===== src/rtl/core/puvm_pkg.sv =====
// types, constants and helpers of the planar uv mapper
package puvm_pkg;

    localparam int IDX_W     = 12;
    localparam int IDX_RANGE = 4096;
    localparam int LIM_W     = 17;
    localparam int DATA_W    = 32;
    localparam int DIFF_W    = 33;
    localparam int PROD_W    = 66;
    localparam int FRAC_W    = 16;
    localparam int VCALC_W   = 51;
    localparam int CFG_IDX_W = 2;

    localparam int QUEUE_DEPTH = 2;
    localparam int QPTR_W      = 1;
    localparam int QCNT_W      = 2;

    localparam logic signed [DATA_W-1:0]  ONE_Q16   = 32'sd65536;
    localparam logic signed [DATA_W-1:0]  ZERO_Q16  = 32'sd0;
    localparam logic signed [VCALC_W-1:0] ONE_WIDE  = 51'sd65536;
    localparam logic signed [VCALC_W-1:0] SAT_HI    = 51'sd2147483647;
    localparam logic signed [VCALC_W-1:0] SAT_LO    = -51'sd2147483648;

    localparam logic [CFG_IDX_W-1:0] CFG_RECT_LEFT   = 2'd0;
    localparam logic [CFG_IDX_W-1:0] CFG_RECT_BOTTOM = 2'd1;
    localparam logic [CFG_IDX_W-1:0] CFG_INV_WIDTH   = 2'd2;
    localparam logic [CFG_IDX_W-1:0] CFG_INV_HEIGHT  = 2'd3;

    localparam logic KIND_VERTEX   = 1'b0;
    localparam logic KIND_TRIANGLE = 1'b1;

    typedef enum logic [1:0] {
        MODE_VERTEX    = 2'd0,
        MODE_FACE_INIT = 2'd1,
        MODE_TRI_ACC   = 2'd2,
        MODE_TRI_RES   = 2'd3
    } t_mode;

    typedef enum logic [3:0] {
        S_IDLE,
        S_MUL,
        S_VOUT,
        S_INIT,
        S_RA,
        S_RB,
        S_RC,
        S_FWR,
        S_FRD,
        S_FOUT
    } t_state;

    typedef struct packed {
        logic signed [DATA_W-1:0] rect_left;
        logic signed [DATA_W-1:0] rect_bottom;
        logic [DATA_W-1:0]        inv_width;
        logic [DATA_W-1:0]        inv_height;
    } t_cfg;

    typedef struct packed {
        t_mode                    mode;
        logic [IDX_W-1:0]         vertex_index;
        logic                     vertex_ok;
        logic signed [DIFF_W-1:0] dx;
        logic signed [DIFF_W-1:0] dy;
        logic [IDX_W-1:0]         corner_a;
        logic [IDX_W-1:0]         corner_b;
        logic [IDX_W-1:0]         corner_c;
        logic                     a_ok;
        logic                     b_ok;
        logic                     c_ok;
        logic [IDX_W-1:0]         face_index;
        logic                     face_ok;
        logic                     last;
    } t_item;

    function automatic logic idx_ok(input logic [IDX_W-1:0] idx,
                                    input logic [LIM_W-1:0] lim);
        return {{(LIM_W-IDX_W){1'b0}}, idx} < lim;
    endfunction

    function automatic logic signed [DATA_W-1:0] sat32(input logic signed [VCALC_W-1:0] x);
        logic signed [DATA_W-1:0] r;
        if (x > SAT_HI) begin
            r = 32'sh7FFFFFFF;
        end else if (x < SAT_LO) begin
            r = 32'sh80000000;
        end else begin
            r = $signed(x[DATA_W-1:0]);
        end
        return r;
    endfunction

endpackage


===== src/rtl/core/puvm_queue.sv =====
// two-entry queue between front and back
module puvm_queue (
    input  logic            i_clk,
    input  logic            i_rst_n,
    input  logic            i_push,
    input  puvm_pkg::t_item i_item,
    input  logic            i_pop,
    output puvm_pkg::t_item o_item,
    output logic            o_full,
    output logic            o_empty
);

    puvm_pkg::t_item                    r_mem [puvm_pkg::QUEUE_DEPTH];
    logic [puvm_pkg::QPTR_W-1:0]        r_wr_ptr;
    logic [puvm_pkg::QPTR_W-1:0]        r_rd_ptr;
    logic [puvm_pkg::QCNT_W-1:0]        r_count;

    assign o_item  = r_mem[r_rd_ptr];
    assign o_full  = r_count == puvm_pkg::QCNT_W'(puvm_pkg::QUEUE_DEPTH);
    assign o_empty = r_count == '0;

    always_ff @(posedge i_clk) begin
        if (i_push) begin
            r_mem[r_wr_ptr] <= i_item;
        end
    end

    always_ff @(posedge i_clk) begin
        if (!i_rst_n) begin
            r_wr_ptr <= '0;
            r_rd_ptr <= '0;
            r_count  <= '0;
        end else begin
            if (i_push) begin
                r_wr_ptr <= r_wr_ptr + 1'b1;
            end
            if (i_pop) begin
                r_rd_ptr <= r_rd_ptr + 1'b1;
            end
            if (i_push && !i_pop) begin
                r_count <= r_count + 1'b1;
            end else if (i_pop && !i_push) begin
                r_count <= r_count - 1'b1;
            end
        end
    end

endmodule


===== config.mk =====
export PLATFORM = sky130hd
export DESIGN_NAME = puvm_queue
export DESIGN_NICKNAME = d
export VERILOG_FILES = /design/src/rtl/core/puvm_pkg.sv /design/src/rtl/core/puvm_queue.sv
export SDC_FILE = /design/constraint.sdc
export NUM_CORES = 1
export LEC_CHECK = 0
export ABC_AREA = 0
export BUFFER_PORTS_ARGS = -buffer_cell sky130_fd_sc_hd__buf_4
export CAP_MARGIN = 20
export CORE_ASPECT_RATIO = 1.4
export CORE_UTILIZATION = 35
export CTS_CLUSTER_SIZE = 30
export DETAILED_ROUTE_END_ITERATION = 8
export GPL_ROUTABILITY_DRIVEN = 0
export PLACE_DENSITY = 0.58
export SLEW_MARGIN = 10
export SYNTH_ARGS = -nofsm -noshare
export SYNTH_HDL_FRONTEND = slang
export SYNTH_SLANG_ARGS = --single-unit

===== constraint.sdc =====
create_clock -name i_clk -period 9.8 [get_ports i_clk]
set_input_delay 0.98 -clock i_clk [delete_from_list [all_inputs] [get_ports i_clk]]
set_output_delay 0.98 -clock i_clk [all_outputs]
set_load 0.1 [all_outputs]

==> impl_metrics.py <==
metrics = {
    "global_route": {
        "use_met1_pct": 13.6,
        "overflow": 0,
        "grtUsageTotal_pct": 13.1,
        "grt_pass1_wl_um": 30100,
        "grt_use_met2_pct": 24.2,
        "grt_start_max_net_pins": 72,
        "busiest_layer": "met2",
        "grt_pass1_vias": 5537,
        "grtUsageMet3_pct": 3.94,
        "antenna_found_initial": 1,
    },
    "worst_setup_path": {
        "path_class": "reg -> out",
        "crit_arrival_ns": 3.23,
        "reg2reg_depth": 3,
        "end_kind": "output port",
        "critPathRequiredTime_ns": 8.82,
        "critPathMaxFanout": 69,
        "start_kind": "register",
    },
    "routing": {
        "totalWireLength_um": 20000,
        "vias": 5021,
        "via_per_inst": 4.46,
        "wl_per_cell_um": 17.8,
        "initialDrtViolationCount": 212,
        "first_pass_iters": 4,
        "drtAntennaViolNets": 0,
        "post-route-drc-count": 0,
    },
    "die": {
        "core-area_um2": 28400,
        "rows": 73,
        "die_w_um": 146,
        "boundaryPins": 274,
        "start_util_pct": 35.6,
        "die_area_um2": 29600,
        "die_h_um": 203,
    },
    "power_and_ir_drop": {
        "p_switching_mw": 0.970,
        "clockPowerShare_pct": 31.9,
        "switching_share_pct": 31.6,
        "power_frac_seq_pct": 44.9,
        "comb_power_share_pct": 23.2,
        "max-vdd-ir-drop_v": 0.000177,
        "power.density_nw_per_um2": 229,
        "p_int_mw": 2.10,
        "power.leakage_nw": 5.10,
    },
    "sta": {
        "fin_crit_sh_pct": 43.0,
        "setup_viol": 0,
        "worst_slew_pin_slew_ns": 1.09,
        "layout_min_cycle_time_ns": 4.21,
        "rsz0062_at_grt": "no",
        "finClkSkew_ns": 0.0106,
        "layout_setup_ws_ns": 5.59,
        "slew_viol_final": 0,
        "slew_headroom_pct": 27.1,
        "max_clock_freq_ghz": 0.238,
        "hold_viol": 0,
        "setup-tns-final_ns": 0,
    },
    "synth": {
        "syn_nets": 578,
        "synth_most_common_cell": "edfxtp_1",
        "synth_largest_area_cell": "edfxtp_1",
        "synth_xor_area_share_pct": 0.260,
        "synth_edf_count": 268,
        "syn_area_um2": 10100,
        "synth_area_per_cell_um2": 23.1,
        "syn_inst": 439,
        "synth_fa_ha_area_share_pct": 0.124,
        "ys_seq_area_share_pct": 80.5,
        "synth_top_cell_area_share_pct": 79.5,
        "async_reset_ff_share_pct": 0,
        "synth_cell_type_count": 18,
        "synth.area.top_cells": "edfxtp_1, mux2_4, mux2_2",
        "synth_top_family_by_area": "multiplexers",
        "synth_commonest_cells": "edfxtp_1, mux2_2, mux2_4",
        "synth_compound_area_share_pct": 0.198,
        "ys_warn_count": 0,
        "synth_simple_gate_area_share_pct": 0.544,
        "ys_ff_latch": 273,
        "synthMuxAreaShare_pct": 17.1,
        "synth_flop_cell": "edfxtp_1",
    },
    "clock_tree": {
        "clk_latency_ns": 0.53,
        "cts_setup_buffers": 0,
        "numCtsBuffers": 28,
        "cts_tree": "yes",
        "clock-root-buffer": "clkbuf_16",
        "path_clk_slew_ns": 0.06,
        "cts_sinks": 273,
        "cts_htree_levels": 1,
        "ctsLongestPathBuffers": 3,
        "cts_hold_buf": 0,
        "cts_resized": 0,
    },
    "layout": {
        "final_nets": 870,
        "drive_above_1_share_pct": 60.4,
        "post-route-util_pct": 47.2,
        "area_delta_synth_final_pct": 32.6,
    },
    "placed_design": {
        "portBuffers": 273,
        "dp_slack_ns": 6.01,
        "hpwl_um": 13300,
    },
    "run": {
        "cap_viol_max_count": 0,
    },
    "min_path": {
        "hold_class": "reg -> reg",
        "whs_path_depth": 2,
    },
    "status": {
        "status": "finished, final reports clean",
    },
}
[logic make-up after synthesis]
kind of cell             after synthesis
buffers and inverters                 16
AND/OR/NAND/NOR                        9
adder cells (fa/ha/maj)                1
multiplexers                         134
AO/OA/AOI/OAI                          3
XOR/XNOR                               3
flip-flops                           273
[power by group through the flow]
| stage | sequential [mW] | clock (mW) | combinational (mW) |
|---|---|---|---|
| global placement | 1.40 | 0 | 0.713 |
| detailed placement | 1.41 | 0 | 0.718 |
| floorplan | 1.39 | 0 | 0.576 |
| CTS | 1.38 | 1.02 | 0.720 |
| finish | 1.38 | 0.979 | 0.713 |
| global route | 1.39 | 1.05 | 0.733 |
[cell type report]
class | instances | area (µm²)
fillers | 2413 | 15000
well taps | 375 | 469
clock inverters | 17 | 120
clock buffers | 32 | 737
repair buffers | 277 | 2080
multi-input cells | 150 | 1860
diodes | 1 | 2.50
flip-flops and latches | 273 | 8150
inverters | 1 | 3.75
[critical path, stage by stage, from the launching register on]
cell and delay, ns:
dfxtp_4 1.00, buf_4 0.99, mux2_2 0.43, buf_4 0.23
[layout by cell type (no fill, tap or decap), drive strengths merged, types with 2 or more instances in the layout]
cell type	instances
nor2b	2
edfxtp	268
clkbuf	32
clkinv	13
and2	4
inv	2
clkinvlp	2
xor2	2
buf	277
dfxtp	5
mux2	134
[state kept, by name, summed over array words and instances (netlist names), named ones only]
signal,cells
r_rd_ptr,1
r_mem,268
r_wr_ptr,1
r_count,2
[final timing paths]
path | from | to | slack, ns
hold reg to reg | r_count[1]$_SDFFE_PN0P_ | r_count[1]$_SDFFE_PN0P_ | 0.54
hold / removal | r_count[1]$_SDFFE_PN0P_ | r_count[1]$_SDFFE_PN0P_ | 0.54
setup reg to reg | r_wr_ptr$_SDFFE_PN0P_ | r_mem[0][28]$_DFFE_PP_ | 7.28
setup / recovery | register | o_item[23] | 5.59
[metal layers]
metal	vias to the layer above	part of all wire (%)
met1	2463	35
met5	-	0
met2	191	54
li1	2326	-
met4	0	3.5
met3	41	7.7
[per-stage QoR]
step / total power, mW / hold WS, ns / area, µm² / cells
6_report: 3.07 / 0.543 / 13400 / 1126
2_1_floorplan: 1.97 / 0.474 / 10100 / 439
4_1_cts: 3.12 / 0.544 / 13400 / 1125
3_5_place_dp: 2.12 / 0.537 / 12600 / 1076
3_3_place_gp: 2.11 / 0.486 / 12600 / 1076
5_1_grt: 3.17 / 0.575 / 13400 / 1126
No activity file was read; power rests on OpenSTA's default activity.
