==> config.mk <==
export PLATFORM = sky130hd
export DESIGN_NAME = puvm_front
export DESIGN_NICKNAME = d
export VERILOG_FILES = /design/src/rtl/core/puvm_pkg.sv /design/src/rtl/core/puvm_front.sv
export SDC_FILE = /design/constraint.sdc
export NUM_CORES = 1
export LEC_CHECK = 0
export BUFFER_PORTS_ARGS = -buffer_cell sky130_fd_sc_hd__buf_2
export CORE_AREA = 2 2 154 156
export DETAILED_ROUTE_END_ITERATION = 8
export DIE_AREA = 0 0 156 158
export GPL_TIMING_DRIVEN = 0
export PLACE_DENSITY = 0.58
export SYNTH_ARGS = -nofsm -noshare
export SYNTH_HDL_FRONTEND = slang
export SYNTH_SLANG_ARGS = --single-unit
==> constraint.sdc <==
create_clock -name vclk -period 4
set_clock_uncertainty 0.15 [all_clocks]
set_input_delay 0.8 -clock vclk [all_inputs]
set_output_delay 0.8 -clock vclk [all_outputs]
set_load 0.05 [all_outputs]
==> src/rtl/core/puvm_pkg.sv <==
// types, constants and helpers of the planar uv mapper
package puvm_pkg;

    localparam int IDX_W     = 12;
    localparam int IDX_RANGE = 4096;
    localparam int LIM_W     = 17;
    localparam int DATA_W    = 32;
    localparam int DIFF_W    = 33;
    localparam int PROD_W    = 66;
    localparam int FRAC_W    = 16;
    localparam int VCALC_W   = 51;
    localparam int CFG_IDX_W = 2;

    localparam int QUEUE_DEPTH = 2;
    localparam int QPTR_W      = 1;
    localparam int QCNT_W      = 2;

    localparam logic signed [DATA_W-1:0]  ONE_Q16   = 32'sd65536;
    localparam logic signed [DATA_W-1:0]  ZERO_Q16  = 32'sd0;
    localparam logic signed [VCALC_W-1:0] ONE_WIDE  = 51'sd65536;
    localparam logic signed [VCALC_W-1:0] SAT_HI    = 51'sd2147483647;
    localparam logic signed [VCALC_W-1:0] SAT_LO    = -51'sd2147483648;

    localparam logic [CFG_IDX_W-1:0] CFG_RECT_LEFT   = 2'd0;
    localparam logic [CFG_IDX_W-1:0] CFG_RECT_BOTTOM = 2'd1;
    localparam logic [CFG_IDX_W-1:0] CFG_INV_WIDTH   = 2'd2;
    localparam logic [CFG_IDX_W-1:0] CFG_INV_HEIGHT  = 2'd3;

    localparam logic KIND_VERTEX   = 1'b0;
    localparam logic KIND_TRIANGLE = 1'b1;

    typedef enum logic [1:0] {
        MODE_VERTEX    = 2'd0,
        MODE_FACE_INIT = 2'd1,
        MODE_TRI_ACC   = 2'd2,
        MODE_TRI_RES   = 2'd3
    } t_mode;

    typedef enum logic [3:0] {
        S_IDLE,
        S_MUL,
        S_VOUT,
        S_INIT,
        S_RA,
        S_RB,
        S_RC,
        S_FWR,
        S_FRD,
        S_FOUT
    } t_state;

    typedef struct packed {
        logic signed [DATA_W-1:0] rect_left;
        logic signed [DATA_W-1:0] rect_bottom;
        logic [DATA_W-1:0]        inv_width;
        logic [DATA_W-1:0]        inv_height;
    } t_cfg;

    typedef struct packed {
        t_mode                    mode;
        logic [IDX_W-1:0]         vertex_index;
        logic                     vertex_ok;
        logic signed [DIFF_W-1:0] dx;
        logic signed [DIFF_W-1:0] dy;
        logic [IDX_W-1:0]         corner_a;
        logic [IDX_W-1:0]         corner_b;
        logic [IDX_W-1:0]         corner_c;
        logic                     a_ok;
        logic                     b_ok;
        logic                     c_ok;
        logic [IDX_W-1:0]         face_index;
        logic                     face_ok;
        logic                     last;
    } t_item;

    function automatic logic idx_ok(input logic [IDX_W-1:0] idx,
                                    input logic [LIM_W-1:0] lim);
        return {{(LIM_W-IDX_W){1'b0}}, idx} < lim;
    endfunction

    function automatic logic signed [DATA_W-1:0] sat32(input logic signed [VCALC_W-1:0] x);
        logic signed [DATA_W-1:0] r;
        if (x > SAT_HI) begin
            r = 32'sh7FFFFFFF;
        end else if (x < SAT_LO) begin
            r = 32'sh80000000;
        end else begin
            r = $signed(x[DATA_W-1:0]);
        end
        return r;
    endfunction

endpackage

==> src/rtl/core/puvm_front.sv <==
// front end: accepts input words, checks index ranges, forms edge offsets
module puvm_front #(
    parameter int MAX_VERTICES = 4096,
    parameter int MAX_FACES    = 4096
) (
    input  puvm_pkg::t_cfg                       i_cfg,
    input  logic                                 i_valid,
    output logic                                 o_ready,
    input  logic [1:0]                           i_mode,
    input  logic [puvm_pkg::IDX_W-1:0]           i_vertex_index,
    input  logic signed [puvm_pkg::DATA_W-1:0]   i_pos_x,
    input  logic signed [puvm_pkg::DATA_W-1:0]   i_pos_y,
    input  logic [puvm_pkg::IDX_W-1:0]           i_corner_a,
    input  logic [puvm_pkg::IDX_W-1:0]           i_corner_b,
    input  logic [puvm_pkg::IDX_W-1:0]           i_corner_c,
    input  logic [puvm_pkg::IDX_W-1:0]           i_face_index,
    input  logic                                 i_last_item,
    input  logic                                 i_full,
    output logic                                 o_push,
    output puvm_pkg::t_item                      o_item
);

    localparam logic [puvm_pkg::LIM_W-1:0] VLIM = puvm_pkg::LIM_W'(MAX_VERTICES);
    localparam logic [puvm_pkg::LIM_W-1:0] FLIM = puvm_pkg::LIM_W'(MAX_FACES);

    assign o_ready = !i_full;
    assign o_push  = i_valid && !i_full;

    always_comb begin
        o_item              = '0;
        o_item.mode         = puvm_pkg::t_mode'(i_mode);
        o_item.vertex_index = i_vertex_index;
        o_item.vertex_ok    = puvm_pkg::idx_ok(i_vertex_index, VLIM);
        o_item.dx           = $signed({i_pos_x[31], i_pos_x})
                            - $signed({i_cfg.rect_left[31], i_cfg.rect_left});
        o_item.dy           = $signed({i_pos_y[31], i_pos_y})
                            - $signed({i_cfg.rect_bottom[31], i_cfg.rect_bottom});
        o_item.corner_a     = i_corner_a;
        o_item.corner_b     = i_corner_b;
        o_item.corner_c     = i_corner_c;
        o_item.a_ok         = puvm_pkg::idx_ok(i_corner_a, VLIM);
        o_item.b_ok         = puvm_pkg::idx_ok(i_corner_b, VLIM);
        o_item.c_ok         = puvm_pkg::idx_ok(i_corner_c, VLIM);
        o_item.face_index   = i_face_index;
        o_item.face_ok      = puvm_pkg::idx_ok(i_face_index, FLIM);
        o_item.last         = i_last_item;
    end

endmodule

==> results of run 1 <==
-- Yosys cell counts (3+ instances only) --
| cell | count |
|---|---|
| a211oi_1 | 4 |
| a21o_1 | 33 |
| a21oi_1 | 69 |
| a21oi_2 | 3 |
| a31oi_1 | 6 |
| and3_1 | 3 |
| buf_2 | 3 |
| buf_4 | 70 |
| clkbuf_1 | 7 |
| ha_1 | 64 |
| inv_1 | 85 |
| nand2_1 | 43 |
| nand2b_1 | 7 |
| nand3_1 | 10 |
| nand4_1 | 7 |
| nor2_1 | 31 |
| nor2b_1 | 6 |
| nor3_1 | 5 |
| o2111ai_1 | 3 |
| o211ai_1 | 4 |
| o21a_1 | 7 |
| o21ai_0 | 21 |
| o21ai_1 | 11 |
| o21bai_1 | 8 |
| o22ai_1 | 3 |
| o31ai_1 | 7 |
| xnor2_1 | 37 |
| xor2_1 | 22 |
-- metrics by stage --
step | total power [W] | setup slack [ps] | hold slack [ps] | util, % | instance area (µm²)
6_report | 0.001850 | -237.5 | 1751 | 30.03 | 6923
5_1_grt | 0.001958 | -318.7 | 1754 | 30.03 | 6923
4_1_cts | 0.001726 | -357.9 | 1752 | 27.71 | 6389
3_5_place_dp | 0.001625 | -640.9 | 1752 | 26.07 | 6011
3_3_place_gp | 0.001624 | -638.5 | 1752 | 26.07 | 6011
2_1_floorplan | 0.001274 | -112.2 | 1617 | - | 4342
-- kinds of logic after synthesis --
family	synth area share (%)
AO/OA/AOI/OAI	31.44
XOR/XNOR	12.56
adder cells (fa/ha/maj)	20.43
buffers and inverters	21.53
multiplexers	0.2432
other	0.09113
AND/OR/NAND/NOR	13.71
-- worst paths after layout --
kind | to | slack [ps] | cells past startpoint
hold / removal | o_item[126] | 1750 | 2
setup / recovery | o_item[116] | -240 | 13
-- per-layer routing --
layer / vias to the layer above / GRT usage [%] / share of wire (%)
li1: 2630 / - / -
met1: 2297 / 12.23 / 43
met2: 190 / 18.08 / 50
met3: 22 / 0.2737 / 4.9
met4: 0 / 1.223 / 2.3
met5: - / 0 / 0
-- what timing repair did --
| item | 4_1_cts | 5_1_grt |
|---|---|---|
| endpoints found under the setup margin | 23 | 29 |
| buffers inserted | 19 | 14 |
| pin swaps | 28 | 27 |
| resized for setup | 58 | 93 |
| cloned | 0 | 0 |
-- worst max-delay path: stages --
cell       delay [ps]
buf_8              80
inv_8              30
ha_4              150
fa_2              340
and2b_1           240
o2111ai_2         130
and3_4            210
o311a_4           390
o41ai_4           260
a21oi_2           120
o21ai_2           240
xnor2_4           140
buf_6             170
-- report_power, final --
part | switching (W) | internal [W] | leakage (nW)
combinational | 0.00121 | 0.000636 | 3.70
clock | 0 | 0 | 0
sequential | 0 | 0 | 0
-- area by class of cell --
| cell class | count | area [µm²] | area share [%] |
|---|---|---|---|
| Multi-Input combinational cell | 451 | 3908 | 56.44 |
| Timing Repair Buffer | 294 | 1744 | 25.19 |
| Buffer | 79 | 576.8 | 8.332 |
| Tap cell | 290 | 362.8 | 5.241 |
| Inverter | 85 | 331.6 | 4.789 |
-- cell usage in the layout (no fill, tap or decap), drive strengths merged, types with 2 or more instances in the layout --
master     n
a2111oi    2
a211oi     5
a21o      33
a21oi     72
a31o       3
a31oi      6
a41oi      2
and2       2
and3       3
buf      363
clkbuf    10
conb       5
fa         2
ha        64
inv       85
nand2     43
nand2b     7
nand3     10
nand4      7
nor2      31
nor2b      6
nor3       5
o2111ai    3
o211ai     5
o21a       7
o21ai     34
o21bai     8
o22ai      3
o31ai      7
o41ai      2
or2        3
xnor2     37
xor2      22
==> impl_metrics.ini, run 1 <==
[run_status]
status = finished, violations left
violations = negative setup slack

[hold_path]
hold_start = i_vertex_index[6]
min_path_type = primary input to primary output

[placement]
dpl.cell_count = 1167
port_buffers = 261
place.gp.congestion = 0.8449
hpwl_um = 11610

[detailed_routing]
wl_per_cell_um = 11.73
ant_nets = 0
drc_errors = 0
drt_iter0_markers = 151
firstDrtPassIters = 4
drt-total-wl_um = 14060
vias = 5139
viasPerCell = 4.286

[power]
powerDensity_nw_per_um2 = 267.2
ir_drop_uv = 172.4
p_leak_nw = 3.696

[synthesis]
synth.top_cell.area_share_pct = 19.46
synth_area_leader_cell = ha_1
ys_types = 54
synth_cells = 612
ys_warn_count = 0
syn_area_per_cell_um2 = 6.724
netlist_top_cells_area = ha_1 (19%), buf_4 (13%), a21oi_1 (8.4%)
seq_area_frac_synth_pct = 0
synth_area_um2 = 4115

[grt]
grt_overflow_total = 0
grt_pass1_vias = 4596
grt_max_degree = 10
grt_pass1_wl_um = 20360
groute.usage.overall_pct = 9.503
antenna_found_initial = 0

[setup_path]
start_kind = primary input
worstPathRequired_ps = 3050
crit_path_start = i_pos_x[0]
critPathKind = primary input to primary output
crit_fanout = 3
cp-end-kind = primary output
cp.arrival_ps = 3290

[timing]
max_slew_margin_pct = 64.89
fin_crit_ps = 4237
hold_viol = 0
rsz0062_at_grt = true
fin_ws_ps = -237.5
min_period_over_period_pct = 105.9
max_freq_mhz = 236.0
finalSetupViolations = 6
fin_setup_tns_ps = -721.9
maxSlewViolCount = 0
worst_pin_slew_ps = 526.7

[cells_and_area]
seqCellArea_um2 = 0
stdcell_count = 1199
diodes = 0
finalNetCount = 1234
clock_buffers = 0
nFlopsAndLatches = 0
fill_cells = 2495
layout-drive-gt1-share_pct = 51.38
syn2layout_area_growth_pct = 68.23

[floorplanning]
die_area_um2 = 24650
row_count = 56
core_um2 = 23050
die_x_um = 156
start_util_pct = 17.85
io-pin-count = 393
die_y_um = 158

[cts]
ctsHoldBuffers = 0

[job]
cap_violations = 0
(Power assumes the default switching activity.)
==> run 2: changes to the inputs <==
- BUFFER_PORTS_ARGS: -buffer_cell sky130_fd_sc_hd__buf_2 -> -buffer_cell sky130_fd_sc_hd__clkbuf_2
==> impl_metrics.ini, run 2 (synthesis results as in run 1) <==
[run_status]
status = finished, violations left
violations = negative setup slack

[floorplanning]
io-pin-count = 393
die_area_um2 = 24650
die_x_um = 156
row_count = 56
core_um2 = 23050
start_util_pct = 17.85
die_y_um = 158

[detailed_routing]
vias = 5088
drc_errors = 0
wl_per_cell_um = 11.50
viasPerCell = 4.254
firstDrtPassIters = 4
drt_iter0_markers = 132
ant_nets = 0
drt-total-wl_um = 13750

[setup_path]
cp-end-kind = primary output
critPathKind = primary input to primary output
worstPathRequired_ps = 3050
start_kind = primary input
crit_fanout = 2
cp.arrival_ps = 3260

[power]
ir_drop_uv = 148.6
sequentialPowerShare_pct = 0
sw_frac_of_total_pct = 65.58
p_int_w = 0.0006374
switchingPower_w = 0.001214
powerDensity_nw_per_um2 = 268.8
p_leak_nw = 3.721
power.share.combinational_pct = 100.0
power.share.clock_pct = 0

[job]
cap_violations = 0

[cells_and_area]
seqCellArea_um2 = 0
nFlopsAndLatches = 0
fill_cells = 2497
layout_commonest_cell = clkbuf_2
multi_input_area_um2 = 3887
finalNetCount = 1231
diodes = 0
layout-drive-gt1-share_pct = 51.21
stdcell_count = 1196
final_cell_mix = clkbuf_2 (231), buf_4 (100), inv_1 (82)
syn2layout_area_growth_pct = 67.41
clock_buffers = 0

[placement]
dpl.cell_count = 1167
port_buffers = 261
dp_slack_ps = -662.2
place.gp.congestion = 0.8459
hpwl_um = 11510

[timing]
whs_ps = 1777
min_period_over_period_pct = 105.1
hold_viol = 0
finalSetupViolations = 7
max_slew_margin_pct = 61.67
max_freq_mhz = 237.8
worst_pin_slew_ps = 575.0
maxSlewViolCount = 0
fin_crit_ps = 4206
rsz0062_at_grt = true
fin_ws_ps = -206.0

[grt]
grt_pass1_wl_um = 20650
top_usage_layer = met2
grt_overflow_total = 0
antenna_found_initial = 0
grt_use_met2_pct = 18.27
use_met3_pct = 0.2737
grt_util_met1_pct = 12.52
grt_pass1_vias = 4687
groute.usage.overall_pct = 9.630
grt_max_degree = 10

[hold_path]
min_path_type = primary input to primary output

[cts]
ctsHoldBuffers = 0
-- run 2: final cells by class --
cell class,instances,area share (%)
well taps,290,5.267
repair buffers,291,25.19
inverters,85,4.740
plain buffers,79,8.373
multi-input cells,451,56.43
-- run 2: critical path, stage by stage --
cell       delay, ps
buf_8             80
inv_8             30
ha_4             150
fa_2             340
and2b_1          250
o2111ai_2        130
and3_4           210
o311a_4          330
buf_6            130
o31ai_4          260
buf_4            160
a21oi_4           70
xnor2_4          150
buf_8            170
-- run 2: routing by layer --
layer | vias to the layer above | share of wire, %
met1 | 2280 | 43
met5 | - | 0
li1 | 2616 | -
met4 | 0 | 0.69
met2 | 182 | 52
met3 | 10 | 4.5
-- run 2: what timing repair did --
item / 4_1_cts / 5_1_grt
setup buffers: 20 / 11
endpoints found under the setup margin: 24 / 32
resized for setup: 73 / 91
pin swaps: 32 / 43
-- run 2: final timing paths --
kind / cells after the start / slack (ps) / from / to
setup / recovery: 14 / -210 / i_pos_x[0] / o_item[110]
hold / removal: 2 / 1780 / i_vertex_index[6] / o_item[126]
-- run 2: power groups by stage --
stage | clock network [W] | logic, W | registers [W]
after detailed placement | 0 | 0.00162 | 0
final | 0 | 0.00185 | 0
after floorplan | 0 | 0.00127 | 0
after global placement | 0 | 0.00162 | 0
after global routing | 0 | 0.00196 | 0
after CTS | 0 | 0.00175 | 0
-- run 2: metrics by stage --
| stage | instance area, µm² | power (W) | setup TNS (ps) | util (%) |
|---|---|---|---|---|
| final | 6889 | 0.001852 | -871.6 | 29.88 |
| after CTS | 6480 | 0.001753 | -1950 | 28.11 |
| after global routing | 6889 | 0.001964 | -2068 | 29.88 |
| after floorplan | 4342 | 0.001274 | -230.2 | - |
| after detailed placement | 6011 | 0.001623 | -6114 | 26.07 |
| after global placement | 6011 | 0.001625 | -6112 | 26.07 |
